===== src/sv/wf2q_pkg.sv =====
// Shared types and constants of the WF2Q+ packet scheduler.
// Depends on nothing; every other file imports it.
package wf2q_pkg;

   localparam int NUM_FLOWS_DEF  = 256;
   localparam int SLOTS_DEF      = 16;
   localparam int TAG_WIDTH_DEF  = 48;

   localparam int FLOW_W   = 8;
   localparam int SIZE_W   = 16;
   localparam int WEIGHT_W = 16;
   localparam int BYTES_W  = 24;
   localparam int WSUM_W   = 24;
   localparam int DVD_W    = 40;
   localparam int DVS_W    = 24;
   localparam int FRAC_SH  = 24;

   localparam logic [BYTES_W-1:0] DEFAULT_LIMIT = 24'd10000;

   typedef enum logic [1:0] {
      OP_ENQ  = 2'd0,
      OP_DEQ  = 2'd1,
      OP_SET  = 2'd2,
      OP_NONE = 2'd3
   } op_type;

   typedef enum logic [2:0] {
      RES_ENQUEUED      = 3'd0,
      RES_OVER_LIMIT    = 3'd1,
      RES_FIFO_FULL     = 3'd2,
      RES_ZERO_WEIGHT   = 3'd3,
      RES_SERVED        = 3'd4,
      RES_NONE_ELIGIBLE = 3'd5,
      RES_WRITTEN       = 3'd6
   } res_type;

   typedef enum logic [1:0] {
      DIV_ENQ  = 2'd0,
      DIV_NEXT = 2'd1,
      DIV_VT   = 2'd2
   } div_src_type;

   typedef enum logic [4:0] {
      S_CLEAR, S_IDLE, S_ENQ_RD, S_ENQ_LD, S_ENQ_CHK, S_ENQ_DIV, S_ENQ_FIN,
      S_ENQ_WR_E, S_ENQ_SCAN, S_ENQ_V, S_ENQ_WR, S_SET_RD, S_SET_LD, S_SET,
      S_SET_WR, S_DQ_INIT, S_DQ_SCAN, S_DQ_RD, S_DQ_LD, S_DQ_PKT, S_DQ_POP,
      S_DQ_NXT, S_DQ_NXT2, S_DQ_DIV, S_DQ_FIN, S_DQ_WR, S_DQ_MSCAN, S_DQ_VDIV,
      S_DQ_VWAIT, S_DQ_V, S_DONE
   } ctrl_state_type;

   typedef struct packed {
      logic        accept;
      logic        clear;
      logic        load_cur;
      logic        enq_commit;
      logic        rec_write;
      logic        scan_init;
      logic        scan_run;
      logic        scan_best;
      logic        sel_best;
      logic        pop;
      logic        start_adv;
      logic        fin_update;
      logic        set_apply;
      logic        div_start;
      div_src_type div_src;
      logic        v_raise;
      logic        v_adv;
      logic        set_status;
      res_type     status;
      logic        serve;
      logic        res_load;
   } dp_cmd_type;

   typedef struct packed {
      logic    clr_done;
      logic    scan_done;
      logic    found;
      logic    div_busy;
      logic    enq_ok;
      logic    cur_empty;
      logic    pop_left;
      logic    in_range;
      logic    out_free;
      res_type drop_code;
   } dp_stat_type;

endpackage


===== src/sv/wf2q_ctrl.sv =====
// Controller state machine of the scheduler; sequences the datapath.
// Depends on wf2q_pkg for the state, command and status types.
module wf2q_ctrl import wf2q_pkg::*; (
   input  logic        clock,
   input  logic        reset,
   input  logic        req_valid,
   input  logic [1:0]  req_op,
   output logic        req_ready,
   input  dp_stat_type stat,
   output dp_cmd_type  cmd
);
   ctrl_state_type state_ff, state_in;

   always_ff @(posedge clock) begin
      if (reset) begin
         state_ff <= S_CLEAR;
      end else begin
         state_ff <= state_in;
      end
   end

   always_comb begin
      state_in = state_ff;
      case (state_ff)
         S_CLEAR: if (stat.clr_done) state_in = S_IDLE;
         S_IDLE: begin
            if (req_valid) begin
               case (op_type'(req_op))
                  OP_ENQ:  state_in = S_ENQ_RD;
                  OP_DEQ:  state_in = S_DQ_INIT;
                  OP_SET:  state_in = S_SET_RD;
                  default: state_in = S_IDLE;
               endcase
            end
         end
         S_ENQ_RD: state_in = S_ENQ_LD;
         S_ENQ_LD: state_in = S_ENQ_CHK;
         S_ENQ_CHK: begin
            if (!stat.enq_ok) state_in = S_DONE;
            else if (stat.cur_empty) state_in = S_ENQ_DIV;
            else state_in = S_ENQ_WR;
         end
         S_ENQ_DIV: if (!stat.div_busy) state_in = S_ENQ_FIN;
         S_ENQ_FIN: state_in = S_ENQ_WR_E;
         S_ENQ_WR_E: state_in = S_ENQ_SCAN;
         S_ENQ_SCAN: if (stat.scan_done) state_in = S_ENQ_V;
         S_ENQ_V: state_in = S_DONE;
         S_ENQ_WR: state_in = S_DONE;
         S_SET_RD: state_in = S_SET_LD;
         S_SET_LD: state_in = S_SET;
         S_SET: state_in = stat.in_range ? S_SET_WR : S_DONE;
         S_SET_WR: state_in = S_DONE;
         S_DQ_INIT: state_in = S_DQ_SCAN;
         S_DQ_SCAN: begin
            if (stat.scan_done) state_in = stat.found ? S_DQ_RD : S_DONE;
         end
         S_DQ_RD: state_in = S_DQ_LD;
         S_DQ_LD: state_in = S_DQ_PKT;
         S_DQ_PKT: state_in = S_DQ_POP;
         S_DQ_POP: state_in = stat.pop_left ? S_DQ_NXT : S_DQ_WR;
         S_DQ_NXT: state_in = S_DQ_NXT2;
         S_DQ_NXT2: state_in = S_DQ_DIV;
         S_DQ_DIV: if (!stat.div_busy) state_in = S_DQ_FIN;
         S_DQ_FIN: state_in = S_DQ_WR;
         S_DQ_WR: state_in = S_DQ_MSCAN;
         S_DQ_MSCAN: if (stat.scan_done) state_in = S_DQ_VDIV;
         S_DQ_VDIV: state_in = S_DQ_VWAIT;
         S_DQ_VWAIT: if (!stat.div_busy) state_in = S_DQ_V;
         S_DQ_V: state_in = S_DONE;
         S_DONE: if (stat.out_free) state_in = S_IDLE;
         default: state_in = S_IDLE;
      endcase
   end

   always_comb begin
      cmd       = '0;
      req_ready = 1'b0;
      case (state_ff)
         S_CLEAR: cmd.clear = 1'b1;
         S_IDLE: begin
            req_ready  = 1'b1;
            cmd.accept = req_valid;
         end
         S_ENQ_LD, S_SET_LD, S_DQ_LD: cmd.load_cur = 1'b1;
         S_ENQ_CHK: begin
            if (!stat.enq_ok) begin
               cmd.set_status = 1'b1;
               cmd.status     = stat.drop_code;
            end else begin
               cmd.enq_commit = 1'b1;
               cmd.div_start  = stat.cur_empty;
               cmd.div_src    = DIV_ENQ;
            end
         end
         S_ENQ_FIN, S_DQ_FIN: cmd.fin_update = 1'b1;
         S_ENQ_WR_E: begin
            cmd.rec_write = 1'b1;
            cmd.scan_init = 1'b1;
         end
         S_ENQ_SCAN, S_DQ_MSCAN: cmd.scan_run = 1'b1;
         S_ENQ_V: begin
            cmd.v_raise    = 1'b1;
            cmd.set_status = 1'b1;
            cmd.status     = RES_ENQUEUED;
         end
         S_ENQ_WR: begin
            cmd.rec_write  = 1'b1;
            cmd.set_status = 1'b1;
            cmd.status     = RES_ENQUEUED;
         end
         S_SET: begin
            cmd.set_apply  = stat.in_range;
            cmd.set_status = 1'b1;
            cmd.status     = RES_WRITTEN;
         end
         S_SET_WR: cmd.rec_write = 1'b1;
         S_DQ_INIT: cmd.scan_init = 1'b1;
         S_DQ_SCAN: begin
            cmd.scan_run  = 1'b1;
            cmd.scan_best = 1'b1;
            if (stat.scan_done) begin
               cmd.sel_best   = stat.found;
               cmd.set_status = !stat.found;
               cmd.status     = RES_NONE_ELIGIBLE;
            end
         end
         S_DQ_POP: cmd.pop = 1'b1;
         S_DQ_NXT2: begin
            cmd.div_start = 1'b1;
            cmd.div_src   = DIV_NEXT;
            cmd.start_adv = 1'b1;
         end
         S_DQ_WR: begin
            cmd.rec_write = 1'b1;
            cmd.scan_init = 1'b1;
         end
         S_DQ_VDIV: begin
            cmd.div_start = 1'b1;
            cmd.div_src   = DIV_VT;
         end
         S_DQ_V: begin
            cmd.v_adv      = 1'b1;
            cmd.set_status = 1'b1;
            cmd.status     = RES_SERVED;
            cmd.serve      = 1'b1;
         end
         S_DONE: cmd.res_load = stat.out_free;
         default: cmd = '0;
      endcase
   end
endmodule


===== config.mk =====
export PLATFORM = sky130hd
export DESIGN_NAME = wf2q_ctrl
export DESIGN_NICKNAME = d
export VERILOG_FILES = /design/src/sv/wf2q_pkg.sv /design/src/sv/wf2q_ctrl.sv
export SDC_FILE = /design/constraint.sdc
export NUM_CORES = 1
export LEC_CHECK = 0
export ABC_AREA = 1
export BUFFER_PORTS_ARGS = -buffer_cell sky130_fd_sc_hd__buf_2
export CORE_AREA = 2 2 50 52
export DETAILED_ROUTE_END_ITERATION = 8
export DIE_AREA = 0 0 52 54
export GPL_ROUTABILITY_DRIVEN = 0
export PLACE_DENSITY = 0.8
export SYNTH_ARGS = -nofsm -noshare
export SYNTH_HDL_FRONTEND = slang
export SYNTH_SLANG_ARGS = --single-unit

===== constraint.sdc =====
create_clock -name clock -period 2.7 [get_ports clock]
set_clock_uncertainty 0.05 [all_clocks]
set_input_delay 0.81 -clock clock [delete_from_list [all_inputs] [get_ports clock]]
set_output_delay 0.81 -clock clock [all_outputs]
set_load 0.05 [all_outputs]

## Word level (Yosys, flattened, before mapping)

Index checks and enable logic that the tools add are counted.

| cells by class | value |
|---|---|
| reduce and logical (&&, ||, !) cells | 11 |
| equal/unequal tests | 41 |
| multiplexer cells | 39 |

Operator list:

| operator | count |
|---|---|
| $pmux 5 s28 | 1 |
| $eq 5x5->1 const B | 15 |
| $mux 5 | 11 |
| $eq 5x4->1 const B | 8 |
| $eq 5x3->1 const B | 4 |
| $mux 4 | 5 |
| $pmux 4 s5 | 1 |
| $ne 2x2->1 const B | 9 |
| $mux 1 | 17 |
| $pmux 4 s3 | 1 |
| $eq 5x2->1 const B | 2 |
| $pmux 3 s3 | 1 |
| $reduce_and 9->1 | 1 |
| $reduce_or 3->1 | 3 |
| $reduce_or 4->1 | 2 |
| $eq 5x1->1 const B | 1 |
| $logic_not 5->1 | 1 |
| $reduce_or 2->1 | 2 |
| $mux 3 | 1 |
| $eq 2x1->1 const B | 1 |
| $eq 2x2->1 const B | 1 |
| $logic_not 2->1 | 1 |
| $mux 2 | 1 |
| $logic_not 1->1 | 1 |

| storage, ports and cells | value |
|---|---|
| output and inout port bits | 25 |
| input bits | 17 |
| word-level logic and storage cells | 92 |
| register bits after elaboration | 5 |

## Longest topological paths before layout

Gate-level depths: netlist (run 1).

| depth | value |
|---|---|
| depth after elaboration | 4 |
| gate-level depth with buffers | 13 |
| mapped depth without buffers | 13 |

## Worst setup path before layout (run 1)

No wires, ideal clock.

| path | value |
|---|---|
| path kind | input to output |
| start | input stat[7] in the netlist's numbering |
| end | output cmd[2] in the netlist's numbering |
| stages | 3 |
| arrival time | 2141 ps |
| path slack | -301 ps |
| cells stage by stage | inv_1 nand3_1 o21ai_0 |

RTL lines:

| item | line | source |
|---|---|---|
| from (decl) | wf2q_ctrl.sv:9 | `input dp_stat_type stat,` |
| to (decl) | wf2q_ctrl.sv:10 | `output dp_cmd_type cmd` |

==> run_results.csv, run 1 <==
group,metric,value,unit
timing,tightestPinTransition,0.270,ns
cts,cts_tree,"built",
synthesis,synthCells,225,
cts,clockBufferDepth,2,
die,initial_core_util,49.8,%
detailed_routing,via_count,1589,
die,coreArea,2320,um^2
worst_setup_path,cp-start-kind,"register",
cts,numCtsBuffers,3,
synthesis,avgSynthCellArea,5.14,um^2
global_route,grt_util_met3,3.89,%
hold_path,hp-class,"reg -> reg",
global_route,antenna_found_initial,0,
global_route,grt.busiest_layer,"met2",
worst_setup_path,cp_data_required_time,1.84,ns
global_route,grt_max_degree,19,
synthesis,syn_area,1160,um^2
pwr,p_leak,0.986,nW
cts,clock_sinks,5,
run_status,status,"finished, final reports clean",
finish,final_nets,294,
timing,slew_headroom,82.0,%
worst_setup_path,crit_path_end_kind,"primary output",
worst_setup_path,slowest_delay,0.46,ns
die,die_h,54,um
placed_design,dpl_cell_area,1440,um^2
worst_setup_path,crit_slowest_cell,"dfxtp_1",
global_route,grt_pass1_wl,5.46,mm
detailed_routing,wire_per_inst,11.6,um
worst_setup_path,worstPathArrival,1.71,ns
synthesis,synth.area.top_cells,"nand2_1, nand3_1, nor2_1, inv_1, dfxtp_1",
timing,finalCriticalPeriod,2.57,ns
synthesis,yosysSeqAreaShare,8.66,%
pwr,irDropWorstVdd,0.776,mV
cts,cts-root-buf,"clkbuf_4",
synthesis,synth_nets,245,
cts,h-tree-depth,1,
detailed_routing,wl,3.51,mm
worst_setup_path,cp_cell_sequence,"nand2_2, inv_2, nand3_2, o211a_1, o2111ai_2, clkbuf_4",
die,die_area,2810,um^2
worst_setup_path,path_class,"reg -> out",
placed_design,hpwl,2.88,mm
finish,n_antenna_cell,0,
global_route,met2_usage,42.6,%
finish,fin_area,1480,um^2
timing,finalHoldViolations,0,
detailed_routing,dr.first_iter.drc_count,94,
die,rows,18,
die,die_x,52,um
synthesis,synth_top_area_share,20.5,%
detailed_routing,ant_nets,0,
finish,top_regs,"state_ff (5)",
finish,largest_reg_flops,5,
global_route,grt_util_all_layers,26.5,%
flow_run,drv_cap,0,
global_route,grt_pass1_vias,1218,
timing,rsz0062_at_grt,"no",
detailed_routing,drc,0,
placed_design,io_buffers,41,
detailed_routing,via_per_inst,5.24,
finish,drive_gt1_share,32.2,%
synthesis,synth-seq-cells,5,
pwr,powerDensity,1080,nW/um^2
timing,drv_slew,0,
detailed_routing,dr.pass1.iters,4,
synthesis,ys_types,23,
timing,period_share,95.1,%
global_route,overflow,0,
finish,top_register,"state_ff",
finish,synthToLayoutAreaGrowth,28.2,%
timing,setup_violations,0,
worst_setup_path,path_max_fanout,7,
cts,path_clk_slew,0.04,ns
global_route,use_met1,37.2,%
worst_setup_path,regToRegSetupSlack,0.92,ns
timing,tns,0,ns
synthesis,yosys_warnings,0,
timing,timing.fmax,390,MHz
cts,clock_latency,0.24,ns
die,ios,42,
synthesis,synth_top_cell_by_area,"nand2_1",
cts,cts_hold_buf,0,
## cell type report
cell class              instances  area (um^2)
multi-input cells             173          881
fillers                       246          837
repair buffers                 51          283
inverters                      40          153
flip-flops and latches          5          103
well taps                      30         37.5
clock buffers                   4         26.3
## synthesized netlist by cell type
cell type and instances:
buf_2 2, a21oi_1 7, nand3_2 4, ha_1 3, nand2_2 5, inv_1 31
nor2_4 4, dfxtp_1 5, nor2_2 6, o21ai_1 1, nand2_1 63, nor2_1 33
o211a_1 1, buf_6 1, nor3_1 4, o21ai_0 3, nand3_1 26, nand3b_1 1
o2111ai_1 1, inv_4 1, buf_4 4, nand4_1 11, inv_2 8
## worst max-delay path: cells and delay by family, from the launching register on
kind	cells	cell delay (ns)
simple gates	2	0.34
compound gates	2	0.24
flops	1	0.46
buf+inv	2	0.42
## path summary, 6_finish.rpt
kind / startpoint / end / depth (start not counted)
worst max register to register: state_ff[2] / state_ff[0] / 13
worst min-delay path: state_ff[1] / state_ff[1] / 2
worst min register to register: state_ff[1] / state_ff[1] / 2
worst max-delay path: state_ff[2] / cmd[5] / 6
## what timing repair did
item | in CTS | in global routing
gates resized for setup | 0 | 4
endpoints found under the setup margin | 0 | 6
buffers inserted | 0 | 1
hold endpoints to repair | 0 | 0
## layer usage
layer	vias to the layer above	wire length, um
met2	91	1640
li1	809	-
met1	685	1490
met4	0	42
met3	4	340
met5	-	0
## layout by cell type (no fill, tap or decap), types with 2 or more instances in the layout
master / n
nor3_2: 2
nor2_4: 6
o21ai_1: 4
nand2_2: 5
buf_4: 10
dfxtp_2: 2
ha_1: 3
nand3_1: 26
inv_1: 31
nor2_2: 5
clkbuf_4: 4
nand3_2: 4
dfxtp_1: 3
nor2_1: 32
inv_2: 8
buf_2: 40
nor3_1: 2
nand4_1: 11
nand2_1: 63
a21oi_1: 7
## power breakdown
group	switching (mW)	internal, mW	total, mW	leakage, nW
sequential	0.0624	0.108	0.171	0.0417
combinational	0.946	0.393	1.34	0.929
clock	0.0303	0.0559	0.0862	0.0150
## logic make-up after synthesis
group | Yosys count | synth area share (%)
adder cells (fa/ha/maj) | 3 | 3.25
AO/OA/AOI/OAI | 13 | 6.38
flip-flops | 5 | 8.66
AND/OR/NAND/NOR | 157 | 64.1
buffers and inverters | 47 | 17.6
## per-stage QoR
stage	hold slack, ns	utilization [%]	power (mW)	cells	worst slack, ns
floorplan	0.540	-	1.17	225	0.0180
global placement	0.567	62.0	1.46	298	0.203
detailed placement	0.584	62.0	1.46	298	0.189
CTS	0.590	63.2	1.56	302	0.0483
global route	0.578	63.9	1.74	303	0.0602
finish	0.521	63.9	1.60	303	0.133
Note: power is estimated with default switching activity, not from simulation.
==> run 2, diff against run 1 <==
--- a/config.mk
+++ b/config.mk
@@ -7,11 +7,13 @@
 export LEC_CHECK = 0
 export ABC_AREA = 1
 export BUFFER_PORTS_ARGS = -buffer_cell sky130_fd_sc_hd__buf_2
-export CORE_AREA = 2 2 50 52
+export CELL_PAD_IN_SITES_DETAIL_PLACEMENT = 0
+export CELL_PAD_IN_SITES_GLOBAL_PLACEMENT = 1
+export CORE_AREA = 2 2 62 64
 export DETAILED_ROUTE_END_ITERATION = 8
-export DIE_AREA = 0 0 52 54
+export DIE_AREA = 0 0 64 66
 export GPL_ROUTABILITY_DRIVEN = 0
-export PLACE_DENSITY = 0.8
+export PLACE_DENSITY = 0.81
 export SYNTH_ARGS = -nofsm -noshare
 export SYNTH_HDL_FRONTEND = slang
 export SYNTH_SLANG_ARGS = --single-unit
==> run_results.csv, run 2 (synthesis results as in run 1) <==
group,metric,value,unit
placed_design,hpwl,3.20,mm
cts,clock_sinks,5,
detailed_routing,ant_nets,0,
timing,tightestPinTransition,0.307,ns
timing,postLayoutSetupSlackWorst,0.128,ns
detailed_routing,wl,3.71,mm
timing,rsz0062_at_grt,"yes",
finish,top_regs,"state_ff (5)",
detailed_routing,dr.first_iter.drc_count,142,
flow_run,drv_cap,0,
timing,period_share,95.2,%
cts,clockBufferDepth,2,
cts,h-tree-depth,1,
timing,finalHoldViolations,0,
cts,cts-root-buf,"clkbuf_4",
finish,n_antenna_cell,0,
die,rows,22,
global_route,antenna_found_initial,0,
finish,top_register,"state_ff",
worst_setup_path,path_max_fanout,10,
finish,drive_gt1_share,31.9,%
die,coreArea,3550,um^2
timing,setup_violations,0,
finish,mostFrequentLayoutCell,"nand2_1",
cts,path_clk_slew,0.05,ns
placed_design,io_buffers,41,
die,die_x,64,um
placed_design,dp_worst_setup_slack,0.184,ns
die,die_h,66,um
die,initial_core_util,32.6,%
finish,synthToLayoutAreaGrowth,29.9,%
pwr,powerDensity,1030,nW/um^2
pwr,irDropWorstVdd,0.545,mV
finish,finalNonFillerCells,321,
detailed_routing,dr.pass1.iters,5,
detailed_routing,via_per_inst,4.82,
global_route,overflow,0,
global_route,grt_pass1_wl,6.29,mm
worst_setup_path,cp-start-kind,"register",
die,die_area,4220,um^2
timing,drv_slew,0,
cts,cts_tree,"built",
finish,fin_util,42.3,%
worst_setup_path,crit_path_end_kind,"primary output",
finish,final_nets,294,
global_route,grt_util_all_layers,18.9,%
worst_setup_path,regToRegSetupSlack,0.97,ns
worst_setup_path,path_class,"reg -> out",
cts,clock_latency,0.24,ns
placed_design,dp.cells,317,
cts,numCtsBuffers,3,
worst_setup_path,worstPathArrival,1.71,ns
detailed_routing,drc,0,
timing,slew_headroom,79.5,%
detailed_routing,wire_per_inst,11.6,um
global_route,grt_max_degree,19,
finish,largest_reg_flops,5,
run_status,status,"finished, final reports clean",
detailed_routing,via_count,1546,
hold_path,hp-class,"reg -> reg",
finish,final_cell_mix,"nand2_1, buf_2, nor2_1, inv_1, nand3_1",
timing,timing.fmax,389,MHz
pwr,p_leak,0.984,nW
global_route,grt_pass1_vias,1372,
die,ios,42,
timing,finalCriticalPeriod,2.57,ns
pwr,power,1.55,mW
worst_setup_path,cp_data_required_time,1.84,ns
run 2: cell types whose count changed in the layout (fill, tap and decap cells not counted):
cell,previous run,this run
nor2_2,5,6
clkbuf_4,4,5
buf_2,40,39
nor2_4,6,5
dfxtp_2,2,1
dfxtp_1,3,4
run 2: worst paths after layout:
kind / startpoint / to / cells after the start
setup / recovery: state_ff[0] / cmd[5] / 8
hold / removal: state_ff[1] / state_ff[1] / 2
setup reg to reg: state_ff[0] / state_ff[3] / 9
hold reg to reg: state_ff[1] / state_ff[1] / 2
run 2: area by class of cell:
| type | count | area [um^2] |
|---|---|---|
| Multi-Input combinational cell | 173 | 876 |
| Inverter | 40 | 153 |
| Sequential cell | 5 | 101 |
| Fill cell | 415 | 2050 |
| Timing Repair Buffer | 51 | 285 |
| Clock buffer | 4 | 26.3 |
| Tap cell | 48 | 60.1 |
run 2: repair_timing:
| action | CTS | global route |
|---|---|---|
| endpoints found under the hold margin | 0 | 0 |
| setup buffers | 0 | 0 |
| hold buffers | 0 | 0 |
| gates resized for setup | 0 | 3 |
| setup endpoints to repair | 0 | 3 |
run 2: per-layer routing:
layer | vias up | share of wire [%] | GRT usage, %
met5 | - | 0 | 0
met4 | 0 | 0 | 2.45
met3 | 0 | 6.4 | 2.39
met2 | 52 | 48 | 32.2
met1 | 687 | 45 | 25.9
li1 | 807 | - | -
run 2: power by group:
part | leakage [nW] | internal (mW) | switching, mW | total (mW)
sequential | 0.0415 | 0.107 | 0.0524 | 0.159
combinational | 0.928 | 0.373 | 0.929 | 1.30
clock | 0.0150 | 0.0559 | 0.0312 | 0.0871
run 2: stage by stage:
step                      hold slack (ns)  TNS, ns  area [um^2]
after global placement              0.561        0         1470
after floorplan                     0.540        0         1180
after detailed placement            0.565        0         1470
after CTS                           0.573        0         1500
after global routing                0.540  -0.0140         1500
final                               0.499        0         1500
run 2: critical path, stage by stage, from the launching register on:
cell	delay [ns]
dfxtp_1	0.43
inv_2	0.10
nor2_4	0.23
nand2_1	0.11
inv_1	0.08
nand2_1	0.07
o211a_1	0.14
o2111ai_2	0.06
clkbuf_4	0.25
==> run 3, diff against run 2 <==
--- a/config.mk
+++ b/config.mk
@@ -14,6 +14,7 @@
 export DIE_AREA = 0 0 64 66
 export GPL_ROUTABILITY_DRIVEN = 0
 export PLACE_DENSITY = 0.81
+export SETUP_SLACK_MARGIN = 0.5
 export SYNTH_ARGS = -nofsm -noshare
 export SYNTH_HDL_FRONTEND = slang
 export SYNTH_SLANG_ARGS = --single-unit
==> run_results.csv, run 3 (synthesis results as in run 1) <==
group,metric,value,unit
placed_design,io_buffers,41,
finish,largest_reg_flops,5,
timing,period_share,87.8,%
die,die_area,4220,um^2
cts,clock_sinks,5,
cts,clock_latency,0.24,ns
pwr,powerDensity,983,nW/um^2
detailed_routing,wire_per_inst,13.5,um
detailed_routing,dr.pass1.iters,4,
cts,cts_tree,"built",
global_route,grt_util_all_layers,23.3,%
timing,postLayoutSetupSlackWorst,0.330,ns
cts,h-tree-depth,1,
detailed_routing,ant_nets,0,
worst_setup_path,cp_cell_sequence,"buf_6, nor2_4, nand2_4, nor2_4, nand2_2, nand3_4, buf_8",
die,die_h,66,um
worst_setup_path,slowest_delay,0.34,ns
cts,path_clk_slew,0.04,ns
placed_design,hpwl,3.19,mm
cts,numCtsBuffers,3,
run_status,status,"finished, final reports clean",
finish,synthToLayoutAreaGrowth,90.4,%
finish,mostFrequentLayoutCell,"nand2_1",
pwr,irDropWorstVdd,0.728,mV
worst_setup_path,worst_r2r_endpoint,"state_ff[0]",
detailed_routing,routed-wl-met2,2.41,mm
worst_setup_path,path_max_fanout,18,
worst_setup_path,reg2reg_from,"state_ff[2]",
finish,final_cell_mix,"nand2_1, buf_4, nor2_1, inv_1, buf_6",
worst_setup_path,path_class,"reg -> out",
finish,drive_gt1_share,51.8,%
timing,timing.fmax,422,MHz
worst_setup_path,cp-start-kind,"register",
timing,finalHoldViolations,0,
timing,drv_slew,0,
worst_setup_path,worstSetupPathDepth,7,
die,die_x,64,um
worst_setup_path,cp_data_required_time,1.84,ns
detailed_routing,wl_met3,335,um
finish,fin_area,2200,um^2
finish,n_antenna_cell,0,
detailed_routing,top_layer,"met4",
finish,final_nets,324,
worst_setup_path,cp-startpoint,"state_ff[4]",
timing,tightestPinTransition,0.264,ns
worst_setup_path,crit_slowest_cell,"dfxtp_2",
die,ios,42,
worst_setup_path,crit_path_end,"cmd[10]",
flow_run,drv_cap,0,
finish,top_regs,"state_ff (5)",
worst_setup_path,crit_buf_inv,2,
timing,rsz0062_at_grt,"yes",
global_route,grt_max_degree,19,
pwr,power,2.16,mW
cts,cts-root-buf,"clkbuf_4",
cts,clockBufferDepth,2,
finish,fin_util,62.0,%
die,rows,22,
detailed_routing,via_count,1756,
timing,finalCriticalPeriod,2.37,ns
hold_path,hp-class,"reg -> reg",
timing,setup_violations,0,
global_route,grt_pass1_vias,1660,
timing,slew_headroom,82.4,%
finish,top_register,"state_ff",
placed_design,dp_worst_setup_slack,0.186,ns
detailed_routing,via_per_inst,5.00,
global_route,grt_pass1_wl,7.73,mm
worst_setup_path,cp_top_family,"simple AND/OR/NAND/NOR gates",
worst_setup_path,worstPathArrival,1.51,ns
die,coreArea,3550,um^2
detailed_routing,wirelength_met1,1.96,mm
detailed_routing,dr.first_iter.drc_count,91,
die,initial_core_util,32.6,%
placed_design,dpl_cell_area,1540,um^2
detailed_routing,drc,0,
global_route,antenna_found_initial,0,
detailed_routing,wl,4.75,mm
worst_setup_path,regToRegSetupSlack,0.90,ns
pwr,p_leak,1.24,nW
worst_setup_path,rr_worst_depth,13,
global_route,overflow,0,
worst_setup_path,crit_path_end_kind,"primary output",
timing,tns,0,ns
worst_setup_path,cp_common_cell,"nor2_4",
## run 3: cell count changes in the layout (fill, tap and decap cells not counted), sizes merged
cell	before	now
clkinvlp	0	1
buf	49	81
inv	40	39
clkbuf	6	4
## run 3: layout make-up
| type | instances | area, um^2 |
|---|---|---|
| multi-input cells | 173 | 1080 |
| inverters | 40 | 179 |
| flip-flops and latches | 5 | 116 |
| clock buffers | 4 | 26.3 |
| fillers | 322 | 1350 |
| repair buffers | 81 | 734 |
| well taps | 48 | 60.1 |
## run 3: timing repair
item                                   in CTS  in global routing
buffers inserted                           23                 10
cloned                                      0                  0
hold buffers                                0                  0
endpoints found under the hold margin       0                  0
pin swaps                                  18                 10
setup endpoints to repair                  25                 25
gates resized for setup                    94                 26
## run 3: worst min-delay path by stage
stage,from,endpoint,slack (ns),cells after the start
2_1_floorplan,state_ff[3],state_ff[3],0.52,3
3_3_place_gp,state_ff[1],state_ff[1],0.58,2
3_5_place_dp,state_ff[1],state_ff[1],0.58,2
4_1_cts,state_ff[3],state_ff[3],0.50,2
5_1_grt,state_ff[3],state_ff[3],0.54,2
6_report,state_ff[3],state_ff[3],0.50,2
## run 3: metal layers
layer / GRT usage, % / up-vias
met5: 0 / -
met4: 4.89 / 0
met3: 2.90 / 4
met2: 40.8 / 79
met1: 30.4 / 801
li1: - / 872
## run 3: power by group
group / switching (mW) / total [mW] / internal (mW)
combinational: 1.15 / 1.88 / 0.727
clock: 0.0313 / 0.0872 / 0.0559
sequential: 0.0762 / 0.196 / 0.120
## run 3: through the flow
stage | hold WS, ns | instances
detailed placement | 0.576 | 314
floorplan | 0.519 | 225
finish | 0.503 | 351
global route | 0.538 | 351
global placement | 0.575 | 314
CTS | 0.501 | 341
## run 3: worst register-to-register path: stages, from the launching register on
cell	delay (ns)
dfxtp_4	0.38
buf_6	0.13
nand2_4	0.09
inv_6	0.06
buf_4	0.13
buf_4	0.13
nand3_1	0.12
nand2_1	0.08
nor2_2	0.09
nand3_2	0.14
inv_2	0.12
nand3_1	0.09
nand2_1	0.06
inv_1	0.03
